[src/rtl/core/xmpe_pkg.sv]
// shared types, encoding constants and nop tables for the mov patch encoder
package xmpe_pkg;

  localparam int unsigned MAX_SLOT_BYTES_DEF = 30;
  localparam int unsigned QUEUE_DEPTH        = 2;
  localparam int unsigned HDR_BYTES          = 7;
  localparam int unsigned NOP_MAX            = 9;

  localparam logic [7:0] REX_W        = 8'h48;
  localparam logic [7:0] OPC_MOV_IMM  = 8'hC7;
  localparam logic [7:0] MODRM_REG    = 8'hC0;
  localparam logic [7:0] OPC_MOV_R32  = 8'hB8;
  localparam logic [7:0] OPC_MOV_LOAD = 8'h8B;
  localparam logic [7:0] MODRM_DISP32 = 8'h80;

  localparam logic OP_SINGLE = 1'b0;
  localparam logic OP_PAIR   = 1'b1;

  typedef enum logic [1:0] {
    ST_OK      = 2'd0,
    ST_BAD_REG = 2'd1,
    ST_SHORT   = 2'd2
  } status_e;

  // instruction bytes ahead of the padding, byte 0 goes out first
  typedef struct packed {
    logic [HDR_BYTES-1:0][7:0] bytes;
    logic [2:0]                count;
    status_e                   status;
  } hdr_t;

  // row is the nop length, row nine is the long form used first
  localparam logic [7:0] NOP_TABLE [10][9] = '{
    '{8'h00, 8'h00, 8'h00, 8'h00, 8'h00, 8'h00, 8'h00, 8'h00, 8'h00},
    '{8'h90, 8'h00, 8'h00, 8'h00, 8'h00, 8'h00, 8'h00, 8'h00, 8'h00},
    '{8'h66, 8'h90, 8'h00, 8'h00, 8'h00, 8'h00, 8'h00, 8'h00, 8'h00},
    '{8'h0F, 8'h1F, 8'h00, 8'h00, 8'h00, 8'h00, 8'h00, 8'h00, 8'h00},
    '{8'h0F, 8'h1F, 8'h40, 8'h00, 8'h00, 8'h00, 8'h00, 8'h00, 8'h00},
    '{8'h0F, 8'h1F, 8'h44, 8'h00, 8'h00, 8'h00, 8'h00, 8'h00, 8'h00},
    '{8'h66, 8'h0F, 8'h1F, 8'h44, 8'h00, 8'h00, 8'h00, 8'h00, 8'h00},
    '{8'h0F, 8'h1F, 8'h80, 8'h00, 8'h00, 8'h00, 8'h00, 8'h00, 8'h00},
    '{8'h0F, 8'h1F, 8'h84, 8'h00, 8'h00, 8'h00, 8'h00, 8'h00, 8'h00},
    '{8'h66, 8'h0F, 8'h1F, 8'h84, 8'h00, 8'h00, 8'h00, 8'h00, 8'h00}
  };

  function automatic logic [7:0] nop_byte(input logic [3:0] len, input logic [3:0] off);
    logic [7:0] b;
    b = 8'h00;
    if (len <= 4'd9 && off <= 4'd8) begin
      b = NOP_TABLE[len][off];
    end
    return b;
  endfunction

endpackage

[src/rtl/core/x86_mov_patch_encoder.sv]
// top level of the x86-64 mov patch encoder
//
// one request on the input channel (in_valid_i / in_stall_o) describes a code
// slot to rewrite; the output channel (out_valid_o / out_stall_i) returns the
// replacement bytes one per transfer, last_byte_o marking the final byte.
// the front end classifies a request and computes the instruction bytes in
// the cycle it is taken; a two-entry queue holds classified requests; the
// back end streams instruction bytes then nop padding from an output register.
// the first byte passes through the queue, the sequencer state and the output
// register. throughput: one byte per cycle unless the output stalls, so
// slot_length bytes per request (one for an error), set by the single
// byte-wide output port; the next request is loaded while the last byte of
// the current one goes out. a stalled output holds its byte; the queue keeps
// taking requests until full, then in_stall_o rises.
// reset empties the queue and clears the output valid.
module x86_mov_patch_encoder
  import xmpe_pkg::*;
#(
  parameter int unsigned MAX_SLOT_BYTES = MAX_SLOT_BYTES_DEF
) (
  input  logic        clk_i,
  input  logic        rst_ni,
  input  logic        in_valid_i,
  output logic        in_stall_o,
  input  logic        operation_i,
  input  logic [3:0]  dest_reg_i,
  input  logic        dest_wide_i,
  input  logic [3:0]  base_reg_i,
  input  logic [4:0]  slot_length_i,
  input  logic [31:0] index_value_i,
  input  logic [31:0] displacement_i,
  input  logic [3:0]  scale_i,
  output logic        out_valid_o,
  input  logic        out_stall_i,
  output logic [7:0]  code_byte_o,
  output logic        last_byte_o,
  output logic [1:0]  patch_status_o
);

  localparam int unsigned LEN_W = $clog2(MAX_SLOT_BYTES + 1);
  localparam int unsigned Q_W   = $bits(hdr_t) + LEN_W;

  hdr_t             f_hdr;
  logic [LEN_W-1:0] f_len;
  logic             f_push;
  logic             q_full;
  logic             q_valid;
  logic             q_pop;
  logic [Q_W-1:0]   q_rdata;
  hdr_t             b_hdr;
  logic [LEN_W-1:0] b_len;

  xmpe_front #(
    .MAX_SLOT_BYTES(MAX_SLOT_BYTES),
    .LEN_W         (LEN_W)
  ) u_front (
    .in_valid_i    (in_valid_i),
    .in_stall_o    (in_stall_o),
    .operation_i   (operation_i),
    .dest_reg_i    (dest_reg_i),
    .dest_wide_i   (dest_wide_i),
    .base_reg_i    (base_reg_i),
    .slot_length_i (slot_length_i),
    .index_value_i (index_value_i),
    .displacement_i(displacement_i),
    .scale_i       (scale_i),
    .q_full_i      (q_full),
    .push_o        (f_push),
    .hdr_o         (f_hdr),
    .len_o         (f_len)
  );

  xmpe_queue #(
    .WIDTH(Q_W),
    .DEPTH(QUEUE_DEPTH)
  ) u_queue (
    .clk_i  (clk_i),
    .rst_ni (rst_ni),
    .push_i (f_push),
    .wdata_i({f_hdr, f_len}),
    .pop_i  (q_pop),
    .rdata_o(q_rdata),
    .valid_o(q_valid),
    .full_o (q_full)
  );

  assign b_hdr = hdr_t'(q_rdata[Q_W-1:LEN_W]);
  assign b_len = q_rdata[LEN_W-1:0];

  xmpe_back #(
    .MAX_SLOT_BYTES(MAX_SLOT_BYTES),
    .LEN_W         (LEN_W)
  ) u_back (
    .clk_i         (clk_i),
    .rst_ni        (rst_ni),
    .q_valid_i     (q_valid),
    .hdr_i         (b_hdr),
    .len_i         (b_len),
    .pop_o         (q_pop),
    .out_valid_o   (out_valid_o),
    .out_stall_i   (out_stall_i),
    .code_byte_o   (code_byte_o),
    .last_byte_o   (last_byte_o),
    .patch_status_o(patch_status_o)
  );

  // an error is a single zero byte
  a_error_single: assert property (@(posedge clk_i) disable iff (!rst_ni)
    out_valid_o && patch_status_o != ST_OK |-> last_byte_o && code_byte_o == 8'h00)
    else $error("error result not a single zero byte");

  // a taken request is queued on the next cycle
  a_push_lands: assert property (@(posedge clk_i) disable iff (!rst_ni)
    in_valid_i && !in_stall_o |=> q_valid)
    else $error("accepted request missing from queue");

  // the back end only pulls from a non-empty queue
  a_pop_valid: assert property (@(posedge clk_i) disable iff (!rst_ni)
    q_pop |-> q_valid)
    else $error("pop from empty queue");

endmodule

[src/rtl/core/xmpe_front.sv]
// front end: request handshake and classification into instruction header and length
module xmpe_front
  import xmpe_pkg::*;
#(
  parameter int unsigned MAX_SLOT_BYTES = MAX_SLOT_BYTES_DEF,
  parameter int unsigned LEN_W          = $clog2(MAX_SLOT_BYTES + 1)
) (
  input  logic             in_valid_i,
  output logic             in_stall_o,
  input  logic             operation_i,
  input  logic [3:0]       dest_reg_i,
  input  logic             dest_wide_i,
  input  logic [3:0]       base_reg_i,
  input  logic [4:0]       slot_length_i,
  input  logic [31:0]      index_value_i,
  input  logic [31:0]      displacement_i,
  input  logic [3:0]       scale_i,
  input  logic             q_full_i,
  output logic             push_o,
  output hdr_t             hdr_o,
  output logic [LEN_W-1:0] len_o
);

  localparam int unsigned CMP_W = (LEN_W > 5) ? LEN_W : 5;

  logic [LEN_W-1:0] len_sat;
  logic [31:0]      disp32;
  logic [7:0]       rex;
  logic [7:0]       modrm;

  assign in_stall_o = q_full_i;
  assign push_o     = in_valid_i && !q_full_i;

  always_comb begin
    if (CMP_W'(slot_length_i) > CMP_W'(MAX_SLOT_BYTES)) begin
      len_sat = LEN_W'(MAX_SLOT_BYTES);
    end else begin
      len_sat = LEN_W'(slot_length_i);
    end
  end

  assign disp32 = (index_value_i * 32'(scale_i)) + displacement_i;
  assign rex    = REX_W | {5'b0, dest_reg_i[3], 1'b0, base_reg_i[3]};
  assign modrm  = MODRM_DISP32 | {2'b0, dest_reg_i[2:0], base_reg_i[2:0]};

  always_comb begin
    hdr_o        = '0;
    hdr_o.status = ST_OK;
    len_o        = len_sat;
    if (operation_i == OP_SINGLE) begin
      if (dest_reg_i[3]) begin
        hdr_o.status = ST_BAD_REG;
      end else if (dest_wide_i) begin
        if (len_sat < LEN_W'(7)) begin
          hdr_o.status = ST_SHORT;
        end else begin
          hdr_o.bytes[0]   = REX_W;
          hdr_o.bytes[1]   = OPC_MOV_IMM;
          hdr_o.bytes[2]   = MODRM_REG | {5'b0, dest_reg_i[2:0]};
          hdr_o.bytes[6:3] = index_value_i;
          hdr_o.count      = 3'd7;
        end
      end else begin
        if (len_sat < LEN_W'(5)) begin
          hdr_o.status = ST_SHORT;
        end else begin
          hdr_o.bytes[0]   = OPC_MOV_R32 | {5'b0, dest_reg_i[2:0]};
          hdr_o.bytes[4:1] = index_value_i;
          hdr_o.count      = 3'd5;
        end
      end
    end else begin
      if (len_sat < LEN_W'(7)) begin
        hdr_o.status = ST_SHORT;
      end else if (base_reg_i[2:0] == 3'd4) begin
        hdr_o.status = ST_BAD_REG;
      end else begin
        hdr_o.bytes[0]   = rex;
        hdr_o.bytes[1]   = OPC_MOV_LOAD;
        hdr_o.bytes[2]   = modrm;
        hdr_o.bytes[6:3] = disp32;
        hdr_o.count      = 3'd7;
      end
    end
    // error gives a single zero byte
    if (hdr_o.status != ST_OK) begin
      hdr_o.bytes = '0;
      hdr_o.count = 3'd1;
      len_o       = LEN_W'(1);
    end
  end

endmodule

[src/rtl/core/xmpe_queue.sv]
// small fifo between the front end and the byte sequencer
module xmpe_queue
  import xmpe_pkg::*;
#(
  parameter int unsigned WIDTH = 8,
  parameter int unsigned DEPTH = QUEUE_DEPTH
) (
  input  logic             clk_i,
  input  logic             rst_ni,
  input  logic             push_i,
  input  logic [WIDTH-1:0] wdata_i,
  input  logic             pop_i,
  output logic [WIDTH-1:0] rdata_o,
  output logic             valid_o,
  output logic             full_o
);

  localparam int unsigned ADDR_W = (DEPTH > 1) ? $clog2(DEPTH) : 1;
  localparam int unsigned CNT_W  = $clog2(DEPTH + 1);

  logic [WIDTH-1:0]  mem_q [DEPTH];
  logic [ADDR_W-1:0] wptr_q, wptr_d;
  logic [ADDR_W-1:0] rptr_q, rptr_d;
  logic [CNT_W-1:0]  count_q, count_d;
  logic              do_push;
  logic              do_pop;

  assign valid_o = count_q != '0;
  assign full_o  = count_q == CNT_W'(DEPTH);
  assign do_push = push_i && !full_o;
  assign do_pop  = pop_i && valid_o;
  assign rdata_o = mem_q[rptr_q];

  always_comb begin
    wptr_d  = wptr_q;
    rptr_d  = rptr_q;
    count_d = count_q;
    if (do_push) begin
      wptr_d = (wptr_q == ADDR_W'(DEPTH - 1)) ? '0 : wptr_q + ADDR_W'(1);
    end
    if (do_pop) begin
      rptr_d = (rptr_q == ADDR_W'(DEPTH - 1)) ? '0 : rptr_q + ADDR_W'(1);
    end
    if (do_push && !do_pop) begin
      count_d = count_q + CNT_W'(1);
    end else if (do_pop && !do_push) begin
      count_d = count_q - CNT_W'(1);
    end
  end

  always_ff @(posedge clk_i or negedge rst_ni) begin
    if (!rst_ni) begin
      wptr_q  <= '0;
      rptr_q  <= '0;
      count_q <= '0;
    end else begin
      wptr_q  <= wptr_d;
      rptr_q  <= rptr_d;
      count_q <= count_d;
    end
  end

  always_ff @(posedge clk_i) begin
    if (do_push) begin
      mem_q[wptr_q] <= wdata_i;
    end
  end

endmodule

[src/rtl/core/xmpe_back.sv]
// back end: byte sequencer for instruction bytes and nop padding, with output register
module xmpe_back
  import xmpe_pkg::*;
#(
  parameter int unsigned MAX_SLOT_BYTES = MAX_SLOT_BYTES_DEF,
  parameter int unsigned LEN_W          = $clog2(MAX_SLOT_BYTES + 1)
) (
  input  logic             clk_i,
  input  logic             rst_ni,
  input  logic             q_valid_i,
  input  hdr_t             hdr_i,
  input  logic [LEN_W-1:0] len_i,
  output logic             pop_o,
  output logic             out_valid_o,
  input  logic             out_stall_i,
  output logic [7:0]       code_byte_o,
  output logic             last_byte_o,
  output logic [1:0]       patch_status_o
);

  localparam int unsigned CMP_W = (LEN_W > 4) ? LEN_W : 4;

  logic             active_q, active_d;
  hdr_t             hdr_q, hdr_d;
  logic [LEN_W-1:0] left_q, left_d;
  logic [2:0]       idx_q, idx_d;
  logic [3:0]       off_q, off_d;
  logic [3:0]       nlen_q, nlen_d;
  logic             valid_q;
  logic [7:0]       byte_q;
  logic             last_q;
  status_e          status_q;

  logic             out_ready;
  logic             emit;
  logic             in_hdr;
  logic [3:0]       fresh_len;
  logic [3:0]       eff_len;
  logic [7:0]       cur_byte;
  logic             cur_last;

  assign out_ready = !valid_q || !out_stall_i;
  assign emit      = active_q && out_ready;
  assign in_hdr    = idx_q < hdr_q.count;
  assign fresh_len = (CMP_W'(left_q) >= CMP_W'(NOP_MAX)) ? 4'(NOP_MAX) : 4'(left_q);
  assign eff_len   = (off_q == 4'd0) ? fresh_len : nlen_q;
  assign cur_byte  = in_hdr ? hdr_q.bytes[idx_q] : nop_byte(eff_len, off_q);
  assign cur_last  = left_q == LEN_W'(1);
  assign pop_o     = q_valid_i && (!active_q || (emit && cur_last));

  always_comb begin
    active_d = active_q;
    hdr_d    = hdr_q;
    left_d   = left_q;
    idx_d    = idx_q;
    off_d    = off_q;
    nlen_d   = nlen_q;
    if (emit) begin
      left_d = left_q - LEN_W'(1);
      if (in_hdr) begin
        idx_d = idx_q + 3'd1;
      end else begin
        nlen_d = eff_len;
        off_d  = (off_q + 4'd1 == eff_len) ? 4'd0 : off_q + 4'd1;
      end
      if (cur_last) begin
        active_d = 1'b0;
      end
    end
    if (pop_o) begin
      active_d = 1'b1;
      hdr_d    = hdr_i;
      left_d   = len_i;
      idx_d    = '0;
      off_d    = '0;
      nlen_d   = '0;
    end
  end

  always_ff @(posedge clk_i or negedge rst_ni) begin
    if (!rst_ni) begin
      active_q <= 1'b0;
      left_q   <= '0;
      idx_q    <= '0;
      off_q    <= '0;
      nlen_q   <= '0;
      valid_q  <= 1'b0;
    end else begin
      active_q <= active_d;
      left_q   <= left_d;
      idx_q    <= idx_d;
      off_q    <= off_d;
      nlen_q   <= nlen_d;
      if (out_ready) begin
        valid_q <= emit;
      end
    end
  end

  always_ff @(posedge clk_i) begin
    hdr_q <= hdr_d;
    if (emit) begin
      byte_q   <= cur_byte;
      last_q   <= cur_last;
      status_q <= hdr_q.status;
    end
  end

  assign out_valid_o    = valid_q;
  assign code_byte_o    = byte_q;
  assign last_byte_o    = last_q;
  assign patch_status_o = status_q;

endmodule
[config.mk]
export PLATFORM = sky130hd
export DESIGN_NAME = x86_mov_patch_encoder
export DESIGN_NICKNAME = d
export VERILOG_FILES = /design/src/rtl/core/xmpe_pkg.sv /design/src/rtl/core/x86_mov_patch_encoder.sv /design/src/rtl/core/xmpe_front.sv /design/src/rtl/core/xmpe_queue.sv /design/src/rtl/core/xmpe_back.sv
export SDC_FILE = /design/constraint.sdc
export NUM_CORES = 1
export LEC_CHECK = 0
export BUFFER_PORTS_ARGS = -buffer_cell sky130_fd_sc_hd__buf_4
export CAP_MARGIN = 5
export CORE_ASPECT_RATIO = 1.4
export CORE_MARGIN = 2
export CORE_UTILIZATION = 57
export CTS_BUF_LIST = sky130_fd_sc_hd__clkbuf_8
export DETAILED_ROUTE_END_ITERATION = 7
export PLACE_DENSITY = 0.79
export SYNTH_ARGS = -nofsm -noshare
export SYNTH_HDL_FRONTEND = slang
export SYNTH_SLANG_ARGS = --single-unit
[constraint.sdc]
create_clock -name clk_i -period 4.2 [get_ports clk_i]
set_clock_uncertainty 0.2 [all_clocks]
set_input_delay 0.42 -clock clk_i [delete_from_list [all_inputs] [get_ports clk_i]]
set_output_delay 0.42 -clock clk_i [all_outputs]
set_load 0.1 [all_outputs]
==> metrics.cfg <==
[setup_path]
crit_top_cell = fa_1
timing.critical_path.to_type = flop
setup.reg_to_reg.worst_slack_ps = 610
crit_path_category = input pin to flop
cp_cell_sequence = buf_12 > buf_12 > and2_1 > fa_1 > fa_1 > inv_1 > fa_1 > inv_1 > ha_4 > nand4_1 > o31ai_2 > nor4_2 > buf_4 > o21ai_2 > a31oi_4 > a311oi_2 > o211ai_1
worstSetupStartpointType = input pin
crit_path_top_delay_cell = fa_1
slowest_delay_ps = 490
critPathArrivalTime_ps = 4300
crit_fanout = 14
required_ps = 4240

[cts]
cts.root.buffer_cell = clkbuf_8
worst_skew_pair.late_latency_ps = 530
tritoncts = built
numClockSinks = 214
clock_path_buffers = 3
cts-htree-levels = 1
worst_setup_hold_path_clk_slew_ps = 60
tritoncts.num_buffers = 28

[grt]
globalRouteOverflowTotal = 0
grt_antenna_before_repair = 0
grt_start_max_net_pins = 54
grt_pass1_vias = 10620
grt_use_total_pct = 26.33
grt_first_pass_wirelength_mm = 53.42

[synth]
ys_seq_elements = 214
most_frequent_cells_after_synthesis = 192 x edfxtp_1, 171 x inv_1, 119 x and2_1, 87 x nand2_1, 86 x fa_1
synth-edff-count = 192
synth_top_area_share_pct = 40.91
synth.area.top_cells = edfxtp_1 41%, fa_1 12%, and2_1 5.3%
postSynthCellCount = 1249
postSynth.asyncResetShare_pct = 10.28
synth-seq-area-share_pct = 44.81
synth_area_per_cell_um2 = 11.28
syn_area_um2 = 14090
synth-warning-count = 0
yosysUniqueCellTypes = 71
yosys_top_cell_by_area = edfxtp_1
synth_most_common_cell = edfxtp_1
synth_flop_cell = edfxtp_1

[drt]
wl_met3_mm = 1.076
drc = 0
drt_wl_total_mm = 33.73
maxUsedRoutingLayer = met4
first_pass_iters = 5
antenna_left = 0
wirelength_met1_mm = 13.13
avgRoutedWirePerCell_um = 18.66
drt_first_iter_violations = 652
vias_per_cell = 5.599
detailroute.wirelength.met2_mm = 18.09
total_number_of_vias = 10120

[run_status]
violations = setup timing
status = finished with violations

[timing]
finalHoldViolations = 0
final_cycle_utilization_of_the_critical_path_pct = 101.4
achievable-frequency_ghz = 0.2349
fin_worst_hold_slack_ps = 30.23
rsz0062_at_grt = yes
post-route-min-period_ps = 4257
relSlewSlack_pct = 36.87
timing_worst_slew_pin_value_ps = 947.0
maxSlewViolCount = 0
fin_ws_ps = -57.22
report.final.setup_viol = 2

[cells_and_area]
synthToLayoutAreaGrowth_pct = 22.35
final_util_pct = 70.38
final_nets = 1697
antenna-diode-count = 0
final_layout_size_suffix_gt1_share_pct = 29.20

[placement]
dp_hpwl_mm = 25.97
placement.io_buffers = 99
gpl_congestion = 0.9522

[power_and_ir_drop]
leakage_nw = 7.287
cellPowerDensity_nw_per_um2 = 600.8
ir_drop_mv = 0.5616

[floorplan]
ios = 100
fp.dieH_um = 190.1
die-area_um2 = 26020
initial_utilization_pct = 57.52
rows = 68
core_area_um2 = 24500
die_w_um = 136.9

[run]
max_capacitance_violation_count = 0

[worst_hold_path]
hold_class = input pin to flop

[timing repair]
action                                  CTS  global route
hold buffers                              2             0
endpoints found under the setup margin    4            36
cloned                                    0             1
hold endpoints to repair                 23             0
pin swaps                                 1            32
gates resized for setup                   5            62
buffers inserted                          1             4
[worst paths after layout]
check	startpoint	end	depth (start not counted)
hold reg to reg	u_back.hdr_q[1]	u_back.patch_status_o[1]	0
min in group asynchronous	rst_ni	u_back.active_q	2
hold / removal	slot_length_i[3]	u_queue.mem_q[1][3]	2
max in group asynchronous	rst_ni	u_queue.rptr_q	2
setup reg to reg	u_back.off_q[0]	u_back.code_byte_o[0]	10
setup / recovery	scale_i[2]	u_queue.mem_q[1][65]	17
[cell usage in the layout, fill, tap and decap left out, types with 8 or more instances in the layout]
master    netlist  final
buf_4           1    239
o21ai_0        64     55
xor2_1         16     16
o21a_1          9      9
fa_1           86     83
nor3_1         17     14
dfrtp_1        22     21
xnor2_1        27     25
o211ai_1       15     15
a21oi_1        33     23
clkinv_1        2      8
ha_1           48     32
mux2i_1        14     14
clkbuf_8        0     28
inv_1         171    175
mux4_2          8      8
a21oi_2         0      9
and2_1        119    115
nand4_1        10     10
a21o_1         16     16
edfxtp_1      192    192
mux2_2         60     60
nand3_1        16     15
nand2_1        87     82
ha_4            0     15
nor2_1         40     38
o21ai_1         6     10
a22oi_1        15     15
[flip-flops by register name, summed over array words and instances (netlist names), 2 cells and up]
register	cells
u_back.idx_q	3
u_back.nlen_q	4
u_queue.count_q	2
u_back.hdr_q	57
u_queue.mem_q	124
u_back.off_q	4
u_back.patch_status_o	2
u_back.code_byte_o	8
u_back.left_q	5
[routing by layer]
| layer | vias to the layer above | GRT usage [%] |
|---|---|---|
| li1 | 4768 | - |
| met1 | 4977 | 31.33 |
| met2 | 292 | 48.69 |
| met3 | 86 | 1.812 |
| met4 | 0 | 10.98 |
| met5 | - | 0 |
[kinds of logic after synthesis]
kind of cell | after synthesis | share of synthesized area [%]
flops | 214 | 44.81
buf+inv | 228 | 6.152
simple gates | 321 | 11.94
mux | 83 | 7.164
fa+ha+maj | 134 | 16.48
compound gates | 224 | 10.64
xor+xnor | 44 | 2.787
other cells | 1 | 0.02661
[final cells by class]
type,count,area (um^2)
fillers,1756,7258
clock buffers,28,385.4
clock inverters,19,107.6
well taps,315,394.1
repair buffers,251,1984
multi-input cells,808,7407
flip-flops and latches,214,6317
inverters,173,649.4
[power by group]
group / total, mW / switching [mW] / internal [mW]
Sequential: 3.36 / 0.302 / 3.05
Combinational: 5.63 / 3.11 / 2.52
Clock: 1.38 / 0.696 / 0.681
[critical path, delay by kind of cell]
family	cells	cell delay [ps]
buffers and inverters	5	500
adder cells (fa/ha/maj)	4	1720
AND/OR/NAND/NOR	3	520
AO/OA/AOI/OAI	5	1120
[metrics by stage]
stage	setup WS (ps)	TNS (ps)	power, mW	cells	cell area [um^2]
finish	-57.22	-114.0	10.36	1808	17250
global route	-171.3	-1379	11.04	1808	17250
CTS	1.210	0	10.07	1803	16870
detailed placement	-601.0	-19660	8.663	1753	16330
global placement	-463.3	-16120	8.526	1753	16330
floorplan	-341.5	-6286	6.973	1250	14380
Power figures use the tool's default switching activity.
